[src/hw/rtl/rpp_pkg.sv]
// ----------------------------------------------------------------------------
// rpp_pkg: shared types and constants for the polyline rotate/project block
// Fixed coordinate format, screen limits, register indexes and the input
// and result word types.
// ----------------------------------------------------------------------------
package rpp_pkg;

  localparam int COORD_WIDTH     = 16;   // Q8.8 vertex coordinates
  localparam int COORD_FRAC_BITS = 8;
  localparam int FOCAL           = 350;
  localparam int CENTER_WIDTH    = 12;
  localparam int SCREEN_WIDTH    = 16;
  localparam int QUOT_BITS       = 16;   // quotient bits produced per divide

  localparam logic signed [SCREEN_WIDTH-1:0] SCREEN_MAX = 16'sh7FFF;
  localparam logic signed [SCREEN_WIDTH-1:0] SCREEN_MIN = 16'sh8000;

  localparam int CFG_INDEX_WIDTH = 3;

  localparam logic [CFG_INDEX_WIDTH-1:0] CFG_COS_X    = 3'd0;
  localparam logic [CFG_INDEX_WIDTH-1:0] CFG_SIN_X    = 3'd1;
  localparam logic [CFG_INDEX_WIDTH-1:0] CFG_COS_Y    = 3'd2;
  localparam logic [CFG_INDEX_WIDTH-1:0] CFG_SIN_Y    = 3'd3;
  localparam logic [CFG_INDEX_WIDTH-1:0] CFG_COS_Z    = 3'd4;
  localparam logic [CFG_INDEX_WIDTH-1:0] CFG_SIN_Z    = 3'd5;
  localparam logic [CFG_INDEX_WIDTH-1:0] CFG_CENTER_X = 3'd6;
  localparam logic [CFG_INDEX_WIDTH-1:0] CFG_CENTER_Y = 3'd7;

  typedef struct packed {
    logic signed [COORD_WIDTH-1:0] vx;
    logic signed [COORD_WIDTH-1:0] vy;
    logic signed [COORD_WIDTH-1:0] vz;
    logic                          first_point;
  } in_item_t;

  typedef struct packed {
    logic signed [SCREEN_WIDTH-1:0] from_x;
    logic signed [SCREEN_WIDTH-1:0] from_y;
    logic signed [SCREEN_WIDTH-1:0] to_x;
    logic signed [SCREEN_WIDTH-1:0] to_y;
  } out_item_t;

endpackage

[src/hw/rtl/rotate_project_polyline.sv]
// Sequence: after input acceptance, rotation multiply-accumulate passes (X, Y,
//   Z), a depth step, a projection and divide per screen axis, then a finish step.
// Input: a new vertex is accepted only in idle, once the last one is finished;
//   the pace is set by the single shared multiplier and the 16-step restoring divider.
// Reset: sync active-high; trig registers to identity, center to (450,300),
//   stored last point to (0,0), no result pending.
// ----------------------------------------------------------------------------
// rotate_project_polyline: rotate 3D vertices, project, emit line segments
// One multiplier with an accumulator rotates about X, Y, Z and forms the
// projection numerators; a serial divider divides each by the depth.
// ----------------------------------------------------------------------------
module rotate_project_polyline #(
  parameter int  TRIG_FRAC_BITS = 14,
  localparam int TRIG_WIDTH     = TRIG_FRAC_BITS + 2,
  localparam int CFG_WIDTH      = (TRIG_WIDTH > rpp_pkg::CENTER_WIDTH) ?
                                  TRIG_WIDTH : rpp_pkg::CENTER_WIDTH
) (
  input  logic                                clk,
  input  logic                                rst,
  input  logic                                in_valid,
  output logic                                in_stall,
  input  rpp_pkg::in_item_t                   in_data,
  output logic                                out_valid,
  input  logic                                out_stall,
  output rpp_pkg::out_item_t                  out_data,
  input  logic                                cfg_valid,
  output logic                                cfg_ready,
  input  logic [rpp_pkg::CFG_INDEX_WIDTH-1:0] cfg_index,
  input  logic [CFG_WIDTH-1:0]                cfg_data
);

  // rotated coordinates grow at most 2 bits per axis, plus sign headroom
  localparam int RW = rpp_pkg::COORD_WIDTH + 7;
  localparam int AW = RW + 1;
  localparam int BW = (TRIG_WIDTH > rpp_pkg::CENTER_WIDTH + 1) ?
                      TRIG_WIDTH : rpp_pkg::CENTER_WIDTH + 1;
  localparam int PW = AW + BW;
  localparam int NW = PW + 1;
  localparam int DW = AW + BW + 3;
  localparam int SW = rpp_pkg::SCREEN_WIDTH;
  localparam int QB = rpp_pkg::QUOT_BITS;
  localparam int CNT_W = $clog2(QB);
  localparam int FOCAL_Q = rpp_pkg::FOCAL << rpp_pkg::COORD_FRAC_BITS;

  localparam logic signed [NW-1:0] ROUND_HALF = NW'(1) << (TRIG_FRAC_BITS - 1);
  localparam logic signed [TRIG_WIDTH-1:0] TRIG_ONE =
    {2'b01, {TRIG_FRAC_BITS{1'b0}}};

  typedef enum logic [3:0] {
    ST_IDLE,
    ST_MUL_A,
    ST_MUL_B,
    ST_SUM,
    ST_ZS,
    ST_DIV_PREP,
    ST_DIV,
    ST_DIV_DONE,
    ST_FINISH
  } state_t;

  typedef enum logic [2:0] {
    OP_X_NY,
    OP_X_NZ,
    OP_Y_NX,
    OP_Y_NZ,
    OP_Z_NX,
    OP_Z_NY,
    OP_PROJ_X,
    OP_PROJ_Y
  } op_t;

  state_t state;
  op_t    op;

  logic signed [TRIG_WIDTH-1:0] cos_x, sin_x, cos_y, sin_y, cos_z, sin_z;
  logic [rpp_pkg::CENTER_WIDTH-1:0] center_x, center_y;
  logic signed [SW-1:0] last_x, last_y;

  logic signed [RW-1:0] x, y, z, tmp;
  logic [AW-1:0]        zs;
  logic                 first;
  logic signed [PW-1:0] p;
  logic signed [NW-1:0] acc;
  logic [DW-1:0]        rem, dv;
  logic [QB-1:0]        q;
  logic [CNT_W-1:0]     cnt;
  logic                 neg, ovf;
  logic signed [SW-1:0] sx, sy;

  logic signed [AW-1:0] a1, a2, mul_a;
  logic signed [BW-1:0] b1, b2, mul_b;
  logic                 sub;
  logic signed [NW-1:0] acc_sum, rnd_sum, rnd_shift;
  logic signed [RW-1:0] rot_res;
  logic signed [AW-1:0] zs_calc;
  logic [NW-1:0]        mag;
  logic signed [SW-1:0] scr;
  logic                 slot_free;

  assign in_stall  = (state != ST_IDLE);
  assign cfg_ready = 1'b1;
  assign slot_free = !out_valid || !out_stall;

  // operand pairs for each accumulate pass
  always_comb begin
    a1  = AW'(x);
    b1  = BW'(cos_y);
    a2  = AW'(z);
    b2  = BW'(sin_y);
    sub = 1'b0;
    case (op)
      OP_X_NY: begin
        a1 = AW'(y); b1 = BW'(cos_x); a2 = AW'(z); b2 = BW'(sin_x); sub = 1'b1;
      end
      OP_X_NZ: begin
        a1 = AW'(y); b1 = BW'(sin_x); a2 = AW'(z); b2 = BW'(cos_x);
      end
      OP_Y_NX: begin
        a1 = AW'(x); b1 = BW'(cos_y); a2 = AW'(z); b2 = BW'(sin_y);
      end
      OP_Y_NZ: begin
        a1 = AW'(z); b1 = BW'(cos_y); a2 = AW'(x); b2 = BW'(sin_y); sub = 1'b1;
      end
      OP_Z_NX: begin
        a1 = AW'(x); b1 = BW'(cos_z); a2 = AW'(y); b2 = BW'(sin_z); sub = 1'b1;
      end
      OP_Z_NY: begin
        a1 = AW'(x); b1 = BW'(sin_z); a2 = AW'(y); b2 = BW'(cos_z);
      end
      OP_PROJ_X: begin
        a1 = AW'(x); b1 = BW'(rpp_pkg::FOCAL);
        a2 = signed'(zs); b2 = signed'(BW'(center_x));
      end
      OP_PROJ_Y: begin
        a1 = AW'(y); b1 = BW'(rpp_pkg::FOCAL);
        a2 = signed'(zs); b2 = signed'(BW'(center_y));
      end
      default: ;
    endcase
    mul_a = (state == ST_MUL_A) ? a1 : a2;
    mul_b = (state == ST_MUL_A) ? b1 : b2;
  end

  always_comb begin
    acc_sum   = sub ? (acc - NW'(p)) : (acc + NW'(p));
    // round half up, floor shift
    rnd_sum   = acc_sum + ROUND_HALF;
    rnd_shift = rnd_sum >>> TRIG_FRAC_BITS;
    rot_res   = rnd_shift[RW-1:0];

    zs_calc = AW'(z) + AW'(FOCAL_Q);

    mag = acc[NW-1] ? NW'(-acc) : NW'(acc);

    if (ovf) begin
      scr = neg ? rpp_pkg::SCREEN_MIN : rpp_pkg::SCREEN_MAX;
    end else if (neg) begin
      scr = (q > QB'(32768)) ? rpp_pkg::SCREEN_MIN : signed'(SW'(-q));
    end else begin
      scr = (q > QB'(32767)) ? rpp_pkg::SCREEN_MAX : signed'(SW'(q));
    end
  end

  always_ff @(posedge clk) begin
    if (rst) begin
      state     <= ST_IDLE;
      op        <= OP_X_NY;
      out_valid <= 1'b0;
      last_x    <= '0;
      last_y    <= '0;
      cos_x     <= TRIG_ONE;
      sin_x     <= '0;
      cos_y     <= TRIG_ONE;
      sin_y     <= '0;
      cos_z     <= TRIG_ONE;
      sin_z     <= '0;
      center_x  <= 12'd450;
      center_y  <= 12'd300;
    end else begin
      if (cfg_valid) begin
        case (cfg_index)
          rpp_pkg::CFG_COS_X:    cos_x    <= cfg_data[TRIG_WIDTH-1:0];
          rpp_pkg::CFG_SIN_X:    sin_x    <= cfg_data[TRIG_WIDTH-1:0];
          rpp_pkg::CFG_COS_Y:    cos_y    <= cfg_data[TRIG_WIDTH-1:0];
          rpp_pkg::CFG_SIN_Y:    sin_y    <= cfg_data[TRIG_WIDTH-1:0];
          rpp_pkg::CFG_COS_Z:    cos_z    <= cfg_data[TRIG_WIDTH-1:0];
          rpp_pkg::CFG_SIN_Z:    sin_z    <= cfg_data[TRIG_WIDTH-1:0];
          rpp_pkg::CFG_CENTER_X: center_x <= cfg_data[rpp_pkg::CENTER_WIDTH-1:0];
          rpp_pkg::CFG_CENTER_Y: center_y <= cfg_data[rpp_pkg::CENTER_WIDTH-1:0];
          default: ;
        endcase
      end

      // drop the result word once taken, unless a new one loads now
      if (out_valid && !out_stall && !(state == ST_FINISH && !first)) begin
        out_valid <= 1'b0;
      end

      case (state)
        ST_IDLE: begin
          if (in_valid) begin
            x     <= RW'(in_data.vx);
            y     <= RW'(in_data.vy);
            z     <= RW'(in_data.vz);
            first <= in_data.first_point;
            op    <= OP_X_NY;
            state <= ST_MUL_A;
          end
        end
        ST_MUL_A: begin
          p     <= mul_a * mul_b;
          state <= ST_MUL_B;
        end
        ST_MUL_B: begin
          acc   <= NW'(p);
          p     <= mul_a * mul_b;
          state <= ST_SUM;
        end
        ST_SUM: begin
          case (op)
            OP_X_NY: begin tmp <= rot_res; op <= OP_X_NZ; state <= ST_MUL_A; end
            OP_X_NZ: begin
              y <= tmp; z <= rot_res; op <= OP_Y_NX; state <= ST_MUL_A;
            end
            OP_Y_NX: begin tmp <= rot_res; op <= OP_Y_NZ; state <= ST_MUL_A; end
            OP_Y_NZ: begin
              x <= tmp; z <= rot_res; op <= OP_Z_NX; state <= ST_MUL_A;
            end
            OP_Z_NX: begin tmp <= rot_res; op <= OP_Z_NY; state <= ST_MUL_A; end
            OP_Z_NY: begin x <= tmp; y <= rot_res; state <= ST_ZS; end
            default: begin
              acc   <= acc_sum;
              state <= ST_DIV_PREP;
            end
          endcase
        end
        ST_ZS: begin
          // clamp a non-positive depth to one LSB
          if (zs_calc[AW-1] || zs_calc == '0) begin
            zs <= AW'(1);
          end else begin
            zs <= unsigned'(zs_calc);
          end
          op    <= OP_PROJ_X;
          state <= ST_MUL_A;
        end
        ST_DIV_PREP: begin
          neg   <= acc[NW-1];
          rem   <= DW'(mag);
          ovf   <= DW'(mag) >= (DW'(zs) << QB);
          dv    <= DW'(zs) << (QB - 1);
          cnt   <= '0;
          state <= ST_DIV;
        end
        ST_DIV: begin
          if (rem >= dv) begin
            rem <= rem - dv;
            q   <= {q[QB-2:0], 1'b1};
          end else begin
            q   <= {q[QB-2:0], 1'b0};
          end
          dv  <= dv >> 1;
          cnt <= cnt + CNT_W'(1);
          if (cnt == CNT_W'(QB - 1)) begin
            state <= ST_DIV_DONE;
          end
        end
        ST_DIV_DONE: begin
          if (op == OP_PROJ_X) begin
            sx    <= scr;
            op    <= OP_PROJ_Y;
            state <= ST_MUL_A;
          end else begin
            sy    <= scr;
            state <= ST_FINISH;
          end
        end
        ST_FINISH: begin
          // store the point; a later point holds until the result word slot is free
          if (first) begin
            last_x <= sx;
            last_y <= sy;
            state  <= ST_IDLE;
          end else if (slot_free) begin
            out_data.from_x <= last_x;
            out_data.from_y <= last_y;
            out_data.to_x   <= sx;
            out_data.to_y   <= sy;
            out_valid       <= 1'b1;
            last_x          <= sx;
            last_y          <= sy;
            state           <= ST_IDLE;
          end
        end
        default: state <= ST_IDLE;
      endcase
    end
  end

endmodule
[config.mk]
export PLATFORM = sky130hd
export DESIGN_NAME = rotate_project_polyline
export DESIGN_NICKNAME = d
export VERILOG_FILES = /design/src/hw/rtl/rpp_pkg.sv /design/src/hw/rtl/rotate_project_polyline.sv
export SDC_FILE = /design/constraint.sdc
export NUM_CORES = 2
export LEC_CHECK = 0
export BUFFER_PORTS_ARGS = -buffer_cell sky130_fd_sc_hd__buf_2
export CAP_MARGIN = 5
export CORE_MARGIN = 2
export CORE_UTILIZATION = 30
export DETAILED_ROUTE_END_ITERATION = 6
export HOLD_SLACK_MARGIN = 0.15
export SLEW_MARGIN = 20
export SYNTH_ARGS = -nofsm -noshare
export SYNTH_HDL_FRONTEND = slang
export SYNTH_SLANG_ARGS = --single-unit
[constraint.sdc]
create_clock -name clk -period 10.9 [get_ports clk]
set_clock_uncertainty 0.05 [all_clocks]
set_input_delay 2.18 -clock clk [delete_from_list [all_inputs] [get_ports clk]]
set_output_delay 2.18 -clock clk [all_outputs]
set_load 0.01 [all_outputs]
==> results.json <==
{
  "ios": 140,
  "cp-end-kind": "flop",
  "synth_area_um2": 45100,
  "async_reset_ff_share_pct": 0,
  "grt_pass1_vias": 36100,
  "cts_resized": 0,
  "crit_path_top_delay_cell": "a221o_1",
  "yosysMostFrequentCell": "nand2_1",
  "dpl.hpwl_mm": 109,
  "critPathKind": "reg2reg",
  "crit_path_max_incr_delay_ns": 0.88,
  "clockBufferDepth": 3,
  "htreeDepth": 3,
  "antenna_found_initial": 7,
  "fillCellCount": 15300,
  "cts_setup_buffers": 0,
  "grt_overflow": 0,
  "io_buffers": 138,
  "syn_area_per_cell_um2": 9.06,
  "cp_max_fo": 43,
  "fmax_mhz": 100,
  "tightest_slew_ns": 1.22,
  "synth_warnings": 0,
  "clock_latency_ns": 0.66,
  "status": "finished, final reports clean",
  "yosysUniqueCellTypes": 100,
  "die_height_um": 392,
  "initial_core_util_pct": 30.2,
  "tns_ns": 0,
  "viasPerCell": 5.16,
  "synth_edf_count": 398,
  "cts-root-buf": "clkbuf_16",
  "rsz0062_at_grt": "no",
  "critPathMostFrequentCell": "fa_1",
  "arrival_ns": 10.28,
  "synth_top_area_cell": "edfxtp_1",
  "track_usage_pct": 18.7,
  "hold_viol": 0,
  "slew_viol_final": 0,
  "synth_nets": 5630,
  "syn_inst": 4974,
  "cts.clk_slew.worst_paths_ns": 0.06,
  "die_w_um": 392,
  "ys_seq_elements": 558,
  "drc": 0,
  "grt_max_degree": 109,
  "syn2layout_area_growth_pct": 12.4,
  "startpoint_type": "flop",
  "synth_flop_cell": "edfxtp_1",
  "route.final.wire_length_mm": 144,
  "antenna_violating_nets_post_route": 0,
  "finalCriticalPeriod_ns": 9.96,
  "drv_cap": 0,
  "fp.coreArea_um2": 149000,
  "routedWlPerCell_um": 20.3,
  "clkSinkCount": 558,
  "nets": 5676,
  "timing.final.crit_share_pct": 91.4,
  "cts_buffers": 69,
  "fin_cells": 7090,
  "place.gp.congestion": 0.934,
  "drt-initial-drc-count": 3355,
  "netlist.area_leader.share_pct": 26.5,
  "synth_common_cells": "828 x nand2_1, 565 x inv_1, 399 x nor2_1",
  "grt_pass1_wl_mm": 221,
  "tritoncts": "yes",
  "hp-class": "reg2reg",
  "dr_total_vias": 36600,
  "ctsHoldBuffers": 0,
  "drtPass1Iterations": 6,
  "placed_cells": 6965,
  "ys_seq_area_share_pct": 33.6,
  "rows": 142,
  "synth_area_leaders": "edfxtp_1 27%, fa_1 17%, dfxtp_1 7.1%",
  "setup_violations": 0,
  "drive_gt1_share_pct": 8.73,
  "worstPathRequired_ns": 11.22,
  "relSlewSlack_pct": 18.7,
  "dieArea_um2": 153000
}
## final timing paths
check | startpoint | end | slack [ns] | depth (start not counted)
setup / recovery | state[0] | p[36] | 0.94 | 25
hold reg to reg | last_x[0] | out_data[48] | 0.38 | 0
setup reg to reg | state[0] | p[36] | 0.94 | 25
hold / removal | last_x[0] | out_data[48] | 0.38 | 0
## cell families after synthesis
kind of cell,share of synthesized area [%]
flops,33.6
mux,2.04
xor+xnor,4.14
simple gates,16.6
buf+inv,6.84
other cells,0.0167
compound gates,14.3
fa+ha+maj,22.5
## layer usage
layer | vias to the layer above | global-route usage, % | wire length [um]
met4 | 2 | 6.72 | 5250
met5 | - | 0 | 7
li1 | 16900 | - | -
met1 | 18000 | 25.6 | 62200
met2 | 1444 | 29.9 | 65300
met3 | 254 | 2.83 | 11100
## registers in the layout, indices dropped and copies added (netlist names), 16 cells and up
name and flops:
acc 41, q 16, p 40, tmp 23
cos_x 16, out_data 64, last_y 16, dv 39
x 23, zs 24, rem 43, sin_x 16
sy 16, last_x 16, sin_z 16, sin_y 16
cos_z 16, cos_y 16, z 23, sx 16
y 23
## final cells by class
type                            count  area, um^2  share of cell area [%]
Tap cell                         2016        2520                    4.98
Clock inverter                     42         627                    1.24
Inverter                          565        2120                    4.19
Antenna cell                        1        2.50                 0.00494
Timing Repair Buffer              222        1340                    2.65
Multi-Input combinational cell   3604       27000                    53.3
Sequential cell                   558       15200                    29.9
Clock buffer                       82        1870                    3.69
## stage by stage
step / instance area [um^2] / hold slack, ns / utilization [%] / worst slack [ns]
after floorplan: 45100 / 0.358 / - / 1.33
after global placement: 48200 / 0.364 / 32.2 / 1.39
after detailed placement: 48200 / 0.366 / 32.2 / 1.19
after CTS: 50700 / 0.374 / 33.9 / 1.08
after global routing: 50700 / 0.384 / 33.9 / 0.419
final: 50700 / 0.378 / 33.9 / 0.942
## placed cells by master, fill, tap and decap left out, types with 19 or more instances in the layout
cell type and count:
a211oi_1 56, a21o_1 77, a21oi_1 375, a31oi_1 23, and2_1 38, and3_1 21
buf_2 137, buf_4 82, clkbuf_16 71, dfxtp_1 157, edfxtp_1 398, fa_1 377
ha_1 206, inv_1 565, mux2i_1 74, nand2_1 827, nand2b_1 47, nand3_1 58
nand4_1 25, nor2_1 392, nor2b_1 28, nor3_1 73, nor4_1 30, o21a_1 32
o21ai_0 190, o22ai_1 72, o31ai_1 35, or2_2 19, or3_1 32, xnor2_1 133
xor2_1 78
## critical path: cells and delay by family, from the launching register on
family                     cells  cell delay [ns]
and+or+nand+nor                3             0.68
adders and majority gates      7             3.56
DFF                            1             0.57
buffers and inverters          4             0.72
AOI/OAI and AO/OA             11             4.04
Power is not shown: default switching activity piles up to over one toggle a cycle in this logic, so the estimate is an artifact.
